===== src/rtl/core/timestamp_interval_statistics_assert.svh =====
`ifndef TIMESTAMP_INTERVAL_STATISTICS_ASSERT_SVH
`define TIMESTAMP_INTERVAL_STATISTICS_ASSERT_SVH

// same-cycle implication, sampled on clock, off during reset
`define TIS_ASSERT_NOW(lbl, ante, cons, msg) \
   lbl: assert property (@(posedge clock) disable iff (reset) (ante) |-> (cons)) \
      else $error(msg);

// next-cycle implication, sampled on clock, off during reset
`define TIS_ASSERT_NEXT(lbl, ante, cons, msg) \
   lbl: assert property (@(posedge clock) disable iff (reset) (ante) |=> (cons)) \
      else $error(msg);

`endif


===== src/rtl/core/tis_pkg.sv =====
package tis_pkg;

   localparam int DEF_POINT_COUNT = 8;
   localparam int DEF_LIST_DEPTH  = 256;

   localparam int ACT_W   = 2;
   localparam int PIDX_W  = 3;
   localparam int TS_W    = 32;
   localparam int SCNT_W  = 9;
   localparam int STAT_W  = 2;
   localparam int REQ_DATA_W = 48;
   localparam int RSP_DATA_W = 112;

   typedef enum logic [ACT_W-1:0] {
      ACT_MARK  = 2'd0,
      ACT_QUERY = 2'd1,
      ACT_CLEAR = 2'd2
   } action_type;

   typedef enum logic [STAT_W-1:0] {
      ST_OK       = 2'd0,
      ST_EMPTY    = 2'd1,
      ST_MISMATCH = 2'd2
   } status_type;

   typedef enum logic [1:0] {
      CSEL_PT = 2'd0,
      CSEL_SP = 2'd1,
      CSEL_EP = 2'd2
   } cnt_sel_type;

   typedef enum logic [1:0] {
      SSEL_START = 2'd0,
      SSEL_END   = 2'd1,
      SSEL_NEXT  = 2'd2
   } st_sel_type;

   typedef struct packed {
      logic        capture;
      logic        clear;
      cnt_sel_type cnt_sel;
      logic        mark_wr;
      logic        lat_ns;
      logic        q_init;
      st_sel_type  st_sel;
      logic        lat_a;
      logic        accum;
      logic        div_step;
      logic        load_out;
   } cmd_type;

   typedef struct packed {
      logic mark_ok;
      logic chk_ok;
      logic last_pair;
      logic out_busy;
   } sts_type;

endpackage


===== src/rtl/core/tis_ctrl.sv =====
module tis_ctrl import tis_pkg::*; #(
   parameter int LIST_DEPTH = DEF_LIST_DEPTH
) (
   input  logic             clock,
   input  logic             reset,
   input  logic             req_tvalid,
   output logic             req_tready,
   input  logic [ACT_W-1:0] req_action,
   input  sts_type          sts,
   output cmd_type          cmd
);

   `include "timestamp_interval_statistics_assert.svh"

   localparam int CW  = $clog2(LIST_DEPTH + 1);
   localparam int SW  = TS_W + CW;
   localparam int DCW = $clog2(SW);

   typedef enum logic [10:0] {
      S_IDLE = 11'b000_0000_0001,
      S_MRD  = 11'b000_0000_0010,
      S_MWR  = 11'b000_0000_0100,
      S_QRS  = 11'b000_0000_1000,
      S_QRE  = 11'b000_0001_0000,
      S_QCHK = 11'b000_0010_0000,
      S_QRDA = 11'b000_0100_0000,
      S_QRDB = 11'b000_1000_0000,
      S_QACC = 11'b001_0000_0000,
      S_DIV  = 11'b010_0000_0000,
      S_OUT  = 11'b100_0000_0000
   } state_type;

   state_type      state_ff, state_in;
   logic [DCW-1:0] dc_ff, dc_in;
   logic           accept;

   assign req_tready = state_ff == S_IDLE;
   assign accept     = req_tvalid && req_tready;

   always_comb begin
      state_in     = state_ff;
      dc_in        = dc_ff;
      cmd          = '0;
      cmd.cnt_sel  = CSEL_PT;
      cmd.st_sel   = SSEL_START;
      case (state_ff)
         S_IDLE: begin
            cmd.capture = accept;
            if (accept) begin
               case (req_action)
                  ACT_MARK:  state_in = S_MRD;
                  ACT_QUERY: state_in = S_QRS;
                  ACT_CLEAR: cmd.clear = 1'b1;
                  default:   state_in = S_IDLE;
               endcase
            end
         end
         S_MRD: begin
            cmd.cnt_sel = CSEL_PT;
            state_in    = S_MWR;
         end
         S_MWR: begin
            cmd.mark_wr = sts.mark_ok;
            state_in    = S_IDLE;
         end
         S_QRS: begin
            cmd.cnt_sel = CSEL_SP;
            state_in    = S_QRE;
         end
         S_QRE: begin
            cmd.lat_ns  = 1'b1;
            cmd.cnt_sel = CSEL_EP;
            state_in    = S_QCHK;
         end
         S_QCHK: begin
            cmd.q_init = 1'b1;
            state_in   = sts.chk_ok ? S_QRDA : S_OUT;
         end
         S_QRDA: begin
            cmd.st_sel = SSEL_START;
            state_in   = S_QRDB;
         end
         S_QRDB: begin
            cmd.lat_a  = 1'b1;
            cmd.st_sel = SSEL_END;
            state_in   = S_QACC;
         end
         S_QACC: begin
            cmd.accum  = 1'b1;
            cmd.st_sel = SSEL_NEXT;
            if (sts.last_pair) begin
               dc_in    = DCW'(SW - 1);
               state_in = S_DIV;
            end else begin
               state_in = S_QRDB;
            end
         end
         S_DIV: begin
            cmd.div_step = 1'b1;
            dc_in        = dc_ff - 1'b1;
            if (dc_ff == '0) begin
               state_in = S_OUT;
            end
         end
         S_OUT: begin
            if (!sts.out_busy) begin
               cmd.load_out = 1'b1;
               state_in     = S_IDLE;
            end
         end
         default: state_in = S_IDLE;
      endcase
   end

   always_ff @(posedge clock) begin
      if (reset) begin
         state_ff <= S_IDLE;
         dc_ff    <= '0;
      end else begin
         state_ff <= state_in;
         dc_ff    <= dc_in;
      end
   end

   `TIS_ASSERT_NOW(a_no_result_overwrite, cmd.load_out, !sts.out_busy,
      "result loaded while previous one still held")
   `TIS_ASSERT_NEXT(a_div_then_out, (state_ff == S_DIV) && (dc_ff == '0),
      state_ff == S_OUT, "divider did not finish into output state")
   `TIS_ASSERT_NEXT(a_query_starts, accept && (req_action == ACT_QUERY),
      state_ff == S_QRS, "query accepted but count read not started")

endmodule


===== config.mk =====
export PLATFORM = sky130hd
export DESIGN_NAME = tis_ctrl
export DESIGN_NICKNAME = d
export VERILOG_FILES = /design/src/rtl/core/tis_pkg.sv /design/src/rtl/core/tis_ctrl.sv
export VERILOG_INCLUDE_DIRS = /design/src /design/src/rtl/core
export SDC_FILE = /design/constraint.sdc
export NUM_CORES = 1
export LEC_CHECK = 0
export BUFFER_PORTS_ARGS = -buffer_cell sky130_fd_sc_hd__buf_2
export CAP_MARGIN = 10
export CORE_MARGIN = 2
export CORE_UTILIZATION = 55
export CTS_BUF_LIST = sky130_fd_sc_hd__clkbuf_4 sky130_fd_sc_hd__clkbuf_8
export CTS_CLUSTER_DIAMETER = 60
export DETAILED_ROUTE_END_ITERATION = 8
export GPL_ROUTABILITY_DRIVEN = 0
export GPL_TIMING_DRIVEN = 0
export HOLD_SLACK_MARGIN = 0.06
export PLACE_DENSITY = 0.81
export SETUP_SLACK_MARGIN = 0.4
export SYNTH_ARGS = -nofsm -noshare
export SYNTH_HDL_FRONTEND = slang
export SYNTH_SLANG_ARGS = --single-unit

===== constraint.sdc =====
create_clock -name clock -period 2.5 [get_ports clock]
set_input_delay 0.5 -clock clock [delete_from_list [all_inputs] [get_ports clock]]
set_output_delay 0.5 -clock clock [all_outputs]
set_load 0.02 [all_outputs]

==> load_flow_metrics.sql, run 1 <==
INSERT INTO impl_metrics (metric_group, metric, value, unit) VALUES
('outcome', 'outcome', 'finished clean', ''),
('clocking', 'cts_root_buffer', 'sky130_fd_sc_hd__clkbuf_4', ''),
('yosys', 'yosys-top-cells-area', 'sky130_fd_sc_hd__dfxtp_1 34%, sky130_fd_sc_hd__nor4_4 4.2%, sky130_fd_sc_hd__nor2_1 4.1%', ''),
('yosys', 'synth_top_cell_area_share', '0.337', ''),
('yosys', 'avgSynthCellArea', '8.64', 'um^2'),
('global_routing', 'globalRoute.totalOverflow', '0', ''),
('detailed_routing', 'drc', '0', ''),
('sta', 'max_slew_margin', '0.713', ''),
('detailed_routing', 'number_of_nets_with_antenna_violations_after_detailed_routing', '0', ''),
('placement', 'cell_count_after_placement', '163', ''),
('pwr', 'comb_power_share', '0.212', ''),
('pwr', 'power.switching', '0.170', 'mW'),
('global_routing', 'grt_pass1_wl', '4.37', 'mm'),
('sta', 'final_critical_path_setup_slack', '119', 'ps'),
('sta', 'period_share', '0.953', ''),
('floorplanning', 'die_x', '46.9', 'um'),
('placement', 'dp_hpwl', '1.81', 'mm'),
('clocking', 'tritoncts_clock_tree', 'done', ''),
('yosys', 'ys_ff_latch', '17', ''),
('worst_setup_path', 'end_kind', 'output pin', ''),
('yosys', 'synth_cells', '117', ''),
('sta', 'worstMarginPinSlew', '430', 'ps'),
('yosys', 'ys_seq_area_frac', '0.337', ''),
('sta', 'setup_viol_count_final', '0', ''),
('placement', 'port_buffers', '21', ''),
('worst_setup_path', 'timing.critical_path.from_type', 'flop', ''),
('sta', 'rsz0062_at_grt', 'yes', ''),
('cells_and_area', 'area_delta_synth_final', '54.8', '%'),
('clocking', 'clock_sinks', '17', ''),
('worst_hold_path', 'hold_path_class', 'input pin to flop', ''),
('worst_setup_path', 'path_cells', 'buf_4, nor4_4, nand3_2, inv_2, and2_4, nor3b_4, buf_6', ''),
('yosys', 'synth_edf_count', '0', ''),
('clocking', 'worst_skew_pair.late_latency', '310', 'ps'),
('sta', 'finClkSkew', '19.5', 'ps'),
('pwr', 'power.static_leakage', '0.625', 'nW'),
('global_routing', 'grt_max_degree', '12', ''),
('worst_setup_path', 'cp_slowest_stage_delay', '380', 'ps'),
('detailed_routing', 'vias', '1244', ''),
('pwr', 'vdd_drop_max', '418', 'uV'),
('clocking', 'clock_tree.htree_level_count', '1', ''),
('detailed_routing', 'wirelength', '4.11', 'mm'),
('cells_and_area', 'n_antenna_cell', '0', ''),
('pwr', 'power', '0.555', 'mW'),
('floorplanning', 'initial_cell_density_of_the_core', '0.586', ''),
('sta', 'fin_hold_ws', '403', 'ps'),
('yosys', 'post_synth_instance_area', '0.00101', 'mm^2'),
('yosys', 'synth_top_area_cell', 'sky130_fd_sc_hd__dfxtp_1', ''),
('cells_and_area', 'layout-drive-gt1-share', '0.524', ''),
('clocking', 'cts_inserted_buffers', '3', ''),
('pwr', 'p_sw_frac', '0.305', ''),
('worst_setup_path', 'largest_fanout_on_the_critical_path', '4', ''),
('global_routing', 'vias_in_the_first_global_route', '1010', ''),
('floorplanning', 'die_height', '46.9', 'um'),
('worst_setup_path', 'crit_path_top_delay_cell', 'sky130_fd_sc_hd__dfxtp_4', ''),
('pwr', 'powerDensity', '355', 'mW/mm^2'),
('detailed_routing', 'detail_route.iter0.violations', '84', ''),
('placement', 'dpl_cell_area', '0.00120', 'mm^2'),
('cells_and_area', 'final_core_util', '0.907', ''),
('detailed_routing', 'number_of_iterations_in_the_first_detailed_routing_pass', '4', ''),
('cells_and_area', 'stdcell_count', '189', ''),
('floorplanning', 'core_area', '0.00173', 'mm^2'),
('pwr', 'p_clk_frac', '0.288', ''),
('sta', 'fmaxAchievable', '420', 'MHz'),
('yosys', 'postSynthNetCount', '128', ''),
('pwr', 'share_seq_of_total_power', '0.500', ''),
('worst_setup_path', 'critPathArrivalTime', '1880', 'ps'),
('cells_and_area', 'fillers', '76', ''),
('run', 'maxCapViolCount', '0', ''),
('sta', 'totalNegativeSetupSlack', '0', 'ps'),
('floorplanning', 'die_area', '0.00220', 'mm^2'),
('yosys', 'yosysWarningCount', '0', '');
## flip-flops by register name, summed over array words and instances (netlist names)
| signal | flops |
|---|---|
| dc_ff | 6 |
| state_ff | 11 |
## cell usage in the layout (no fill, tap or decap), drive strengths merged, types with 2 or more instances in the layout
cell type / count
buf: 44
dfxtp: 17
nor2: 11
nand2: 10
nor4: 10
inv: 9
nand4: 6
a21oi: 5
nand3: 5
nor3: 4
clkbuf: 4
nor3b: 4
o211ai: 3
or4: 3
nand2b: 2
and4: 2
xor2: 2
or2: 2
ha: 2
nor4b: 2
and2: 2
a211oi: 2
## power groups by stage
stage | Sequential [mW] | Combinational, mW | Clock [mW]
after global routing | 0.277 | 0.122 | 0.168
after global placement | 0.285 | 0.0669 | 0
after detailed placement | 0.285 | 0.0683 | 0
after floorplan | 0.284 | 0.0475 | 0
after CTS | 0.276 | 0.0948 | 0.153
final | 0.278 | 0.118 | 0.160
## per-layer routing
metal | up-vias | GRT usage | wire length [um]
li1 | 539 | - | -
met1 | 579 | 0.310 | 1520
met2 | 91 | 0.548 | 2020
met3 | 35 | 0.0231 | 313
met4 | 0 | 0.139 | 265
met5 | - | 0 | 0
## Yosys cell counts (all sizes together), types with 2 or more instances
master	instances
or2	2
nand3	5
inv	9
o211ai	3
nor4	10
nand2b	2
nor3	4
nor3b	4
and4	2
dfxtp	17
or4	3
nand2	10
nor4b	2
ha	2
nor2	11
xor2	2
nand4	6
a211oi	2
a21oi	5
and2	2
## worst max-delay path, delay by kind of cell (launching register included)
kind,cells,cell delay [ps]
flip-flops,1,380
buffers and inverters,3,390
AND/OR/NAND/NOR,4,780
## timing repair
action | 4_1_cts | 5_1_grt
gates resized for setup | 30 | 19
endpoints found under the setup margin | 14 | 15
hold buffers | 0 | 0
setup buffers | 15 | 7
cloned | 0 | 0
pin swaps | 11 | 9
## cell families after synthesis
logic type | Yosys count | synth area share
and+or+nand+nor | 71 | 0.479
AOI/OAI and AO/OA | 14 | 0.0978
DFF | 17 | 0.337
adders and majority gates | 2 | 0.0247
buffers and inverters | 11 | 0.0446
xor gates and xnor gates | 2 | 0.0173
## worst paths after layout
| path | start | end | slack, ps | cells after the start |
|---|---|---|---|---|
| max | state_ff[4] | cmd[11] | 120 | 7 |
| min | req_action[1] | state_ff[3] | 400 | 2 |
| max reg2reg | state_ff[0] | dc_ff[3] | 320 | 9 |
| min reg2reg | dc_ff[0] | dc_ff[0] | 530 | 2 |
## layout make-up
type	instances	area, um^2	share of cell area
timing repair buffer	43	333	0.213
tap	25	31.3	0.0200
inverter	9	33.8	0.0216
sequential	17	363	0.232
clock buffer	3	22.5	0.0144
buffer	2	15.0	0.00959
clock inverter	1	7.51	0.00480
multi-input combinational	89	759	0.485
Power figures use the tool's default switching activity.
==> run 2: changes to the inputs <==
- BUFFER_PORTS_ARGS: -buffer_cell sky130_fd_sc_hd__buf_2 -> -buffer_cell sky130_fd_sc_hd__buf_4
==> load_flow_metrics.sql, run 2 (synthesized netlist as in run 1, its figures left out) <==
INSERT INTO impl_metrics (metric_group, metric, value, unit) VALUES
('global_routing', 'vias_in_the_first_global_route', '1030', ''),
('worst_setup_path', 'r2r_startpoint', 'state_ff[1]', ''),
('pwr', 'power.static_leakage', '0.633', 'nW'),
('pwr', 'powerDensity', '347', 'mW/mm^2'),
('placement', 'dp_hpwl', '1.77', 'mm'),
('detailed_routing', 'number_of_nets_with_antenna_violations_after_detailed_routing', '0', ''),
('cells_and_area', 'area_delta_synth_final', '54.1', '%'),
('clocking', 'worst_skew_pair.late_latency', '300', 'ps'),
('cells_and_area', 'n_antenna_cell', '0', ''),
('worst_setup_path', 'timing.reg2reg.setup_slack', '360', 'ps'),
('worst_setup_path', 'timing.rr.end', 'dc_ff[5]', ''),
('cells_and_area', 'layout-drive-gt1-share', '0.534', ''),
('floorplanning', 'core_area', '0.00173', 'mm^2'),
('detailed_routing', 'wirelength', '3.83', 'mm'),
('clocking', 'cts_root_buffer', 'sky130_fd_sc_hd__clkbuf_4', ''),
('worst_setup_path', 'worst_r2r_path_depth', '8', ''),
('pwr', 'vdd_drop_max', '420', 'uV'),
('pwr', 'power.switching', '0.158', 'mW'),
('pwr', 'p_sw_frac', '0.292', ''),
('sta', 'worstMarginPinSlew', '409', 'ps'),
('placement', 'dpl_cell_area', '0.00125', 'mm^2'),
('clocking', 'cts.reportedPaths.clkPinSlew', '100', 'ps'),
('global_routing', 'globalRoute.totalOverflow', '0', ''),
('pwr', 'comb_power_share', '0.203', ''),
('worst_setup_path', 'required', '2000', 'ps'),
('floorplanning', 'std_cell_rows', '15', ''),
('clocking', 'cts_max_path_buffers', '2', ''),
('outcome', 'outcome', 'finished clean', ''),
('worst_setup_path', 'critPathArrivalTime', '1970', 'ps'),
('global_routing', 'global_route.usage.total', '0.272', ''),
('floorplanning', 'num_io_pins', '23', ''),
('floorplanning', 'die_area', '0.00220', 'mm^2'),
('clocking', 'cts_inserted_buffers', '3', ''),
('run', 'maxCapViolCount', '0', ''),
('sta', 'max_slew_margin', '0.727', ''),
('cells_and_area', 'final_cell_mix', '37 x sky130_fd_sc_hd__buf_4, 10 x sky130_fd_sc_hd__nor2_1, 8 x sky130_fd_sc_hd__nand2_1, 8 x sky130_fd_sc_hd__dfxtp_1', ''),
('sta', 'setup_viol_count_final', '0', ''),
('clocking', 'holdBufCountCts', '0', ''),
('worst_hold_path', 'endpoint_of_the_worst_hold_timing_path', 'state_ff[1]', ''),
('cells_and_area', 'largest_register_ffs', '11', ''),
('cells_and_area', 'fillers', '83', ''),
('worst_setup_path', 'timing.critical_path.from_type', 'flop', ''),
('cells_and_area', 'multiInputGateArea', '754', 'um^2'),
('sta', 'finClkSkew', '8.94', 'ps'),
('detailed_routing', 'routed_wire_length_per_instance', '20.4', 'um'),
('worst_setup_path', 'largest_fanout_on_the_critical_path', '6', ''),
('global_routing', 'grt_max_degree', '11', ''),
('sta', 'totalNegativeSetupSlack', '0', 'ps'),
('global_routing', 'grt_antenna_before_repair', '0', ''),
('floorplanning', 'die_height', '46.9', 'um'),
('placement', 'cell_count_after_placement', '163', ''),
('detailed_routing', 'drc', '0', ''),
('cells_and_area', 'layout.cells.most_common', 'sky130_fd_sc_hd__buf_4', ''),
('detailed_routing', 'number_of_iterations_in_the_first_detailed_routing_pass', '4', ''),
('global_routing', 'grt_pass1_wl', '4.24', 'mm'),
('clocking', 'clock_tree.htree_level_count', '1', ''),
('sta', 'drv_slew', '0', ''),
('worst_hold_path', 'hold_path_startpoint', 'req_action[1]', ''),
('pwr', 'p_int', '0.383', 'mW'),
('floorplanning', 'die_x', '46.9', 'um'),
('placement', 'port_buffers', '21', ''),
('pwr', 'share_seq_of_total_power', '0.519', ''),
('sta', 'final.min_clock_period', '2470', 'ps'),
('worst_setup_path', 'worst-setup-path-type', 'flop to output pin', ''),
('sta', 'final_hold_viol_count', '0', ''),
('worst_setup_path', 'end_kind', 'output pin', ''),
('detailed_routing', 'drt-vias-per-instance', '6.41', ''),
('pwr', 'p_clk_frac', '0.279', ''),
('sta', 'fmaxAchievable', '405', 'MHz'),
('clocking', 'clock_sinks', '17', ''),
('sta', 'period_share', '0.986', ''),
('worst_hold_path', 'hold_depth', '2', ''),
('cells_and_area', 'stdcell_count', '188', ''),
('cells_and_area', 'fin_area', '0.00156', 'mm^2'),
('sta', 'rsz0062_at_grt', 'yes', ''),
('cells_and_area', 'layout_nets', '175', ''),
('worst_hold_path', 'hold_path_class', 'input pin to flop', ''),
('detailed_routing', 'detail_route.iter0.violations', '41', ''),
('floorplanning', 'initial_cell_density_of_the_core', '0.586', ''),
('clocking', 'tritoncts_clock_tree', 'done', ''),
('detailed_routing', 'vias', '1205', ''),
('cells_and_area', 'reg.largest.list', 'state_ff: 11 flops, dc_ff: 6 flops', ''),
('cells_and_area', 'sequential_standard_cell_area', '362', 'um^2'),
('cells_and_area', 'largest-register', 'state_ff', '');
==> run 2: cell types whose count changed in the layout (fill, tap and decap cells not counted), moves of 2 or more <==
| cell | before | now |
|---|---|---|
| sky130_fd_sc_hd__dfxtp_2 | 3 | 5 |
| sky130_fd_sc_hd__buf_6 | 9 | 6 |
| sky130_fd_sc_hd__nor4_2 | 1 | 3 |
| sky130_fd_sc_hd__buf_2 | 8 | 0 |
| sky130_fd_sc_hd__nor4_4 | 7 | 5 |
| sky130_fd_sc_hd__buf_4 | 27 | 37 |
==> run 2: area by class of cell <==
cell class              instances  share of cell area
plain buffers                   2             0.00964
clock buffers                   3              0.0145
clock inverters                 1             0.00321
inverters                       9              0.0217
multi-input cells              89               0.484
flip-flops and latches         17               0.232
well taps                      25              0.0201
repair buffers                 42               0.214
==> run 2: through the flow <==
step	util	hold slack (ps)	setup WS [ps]	power, mW
floorplan	-	482	317	0.332
global placement	0.727	505	359	0.358
detailed placement	0.727	507	359	0.360
CTS	0.843	375	261	0.517
global route	0.902	376	-120	0.559
finish	0.902	374	33.8	0.541
==> run 2: timing repair <==
action | 4_1_cts | 5_1_grt
cloned | 0 | 0
resized for setup | 19 | 14
buffers inserted | 14 | 7
setup endpoints to repair | 14 | 13
pin swaps | 11 | 9
==> run 2: layer usage <==
layer	global-route usage	vias up	part of all wire
met3	0.0538	19	0.063
met2	0.526	71	0.52
met5	0	-	0
met4	0.106	0	0.047
met1	0.283	580	0.37
li1	-	535	-
==> run 2: worst max-delay path, cell delays in order, from the launching register on <==
cell and delay, ps:
sky130_fd_sc_hd__dfxtp_2 380, sky130_fd_sc_hd__or4_4 590, sky130_fd_sc_hd__nor2_2 130, sky130_fd_sc_hd__nand2_1 110, sky130_fd_sc_hd__nor4_2 250, sky130_fd_sc_hd__buf_4 210
==> run 2: worst max path at each step <==
stage | to | slack (ps) | start
after global placement | cmd[3] | 360 | state_ff[0]
after floorplan | cmd[11] | 320 | state_ff[4]
after CTS | cmd[0] | 260 | state_ff[4]
final | cmd[0] | 30 | state_ff[4]
after detailed placement | cmd[11] | 360 | state_ff[4]
after global routing | cmd[0] | -120 | state_ff[4]
==> run 2: power groups by stage <==
stage	sequential [mW]	combinational, mW	clock [mW]
after floorplan	0.284	0.0475	0
after global placement	0.285	0.0731	0
after detailed placement	0.285	0.0751	0
after CTS	0.280	0.0902	0.147
after global routing	0.281	0.117	0.161
final	0.281	0.110	0.151
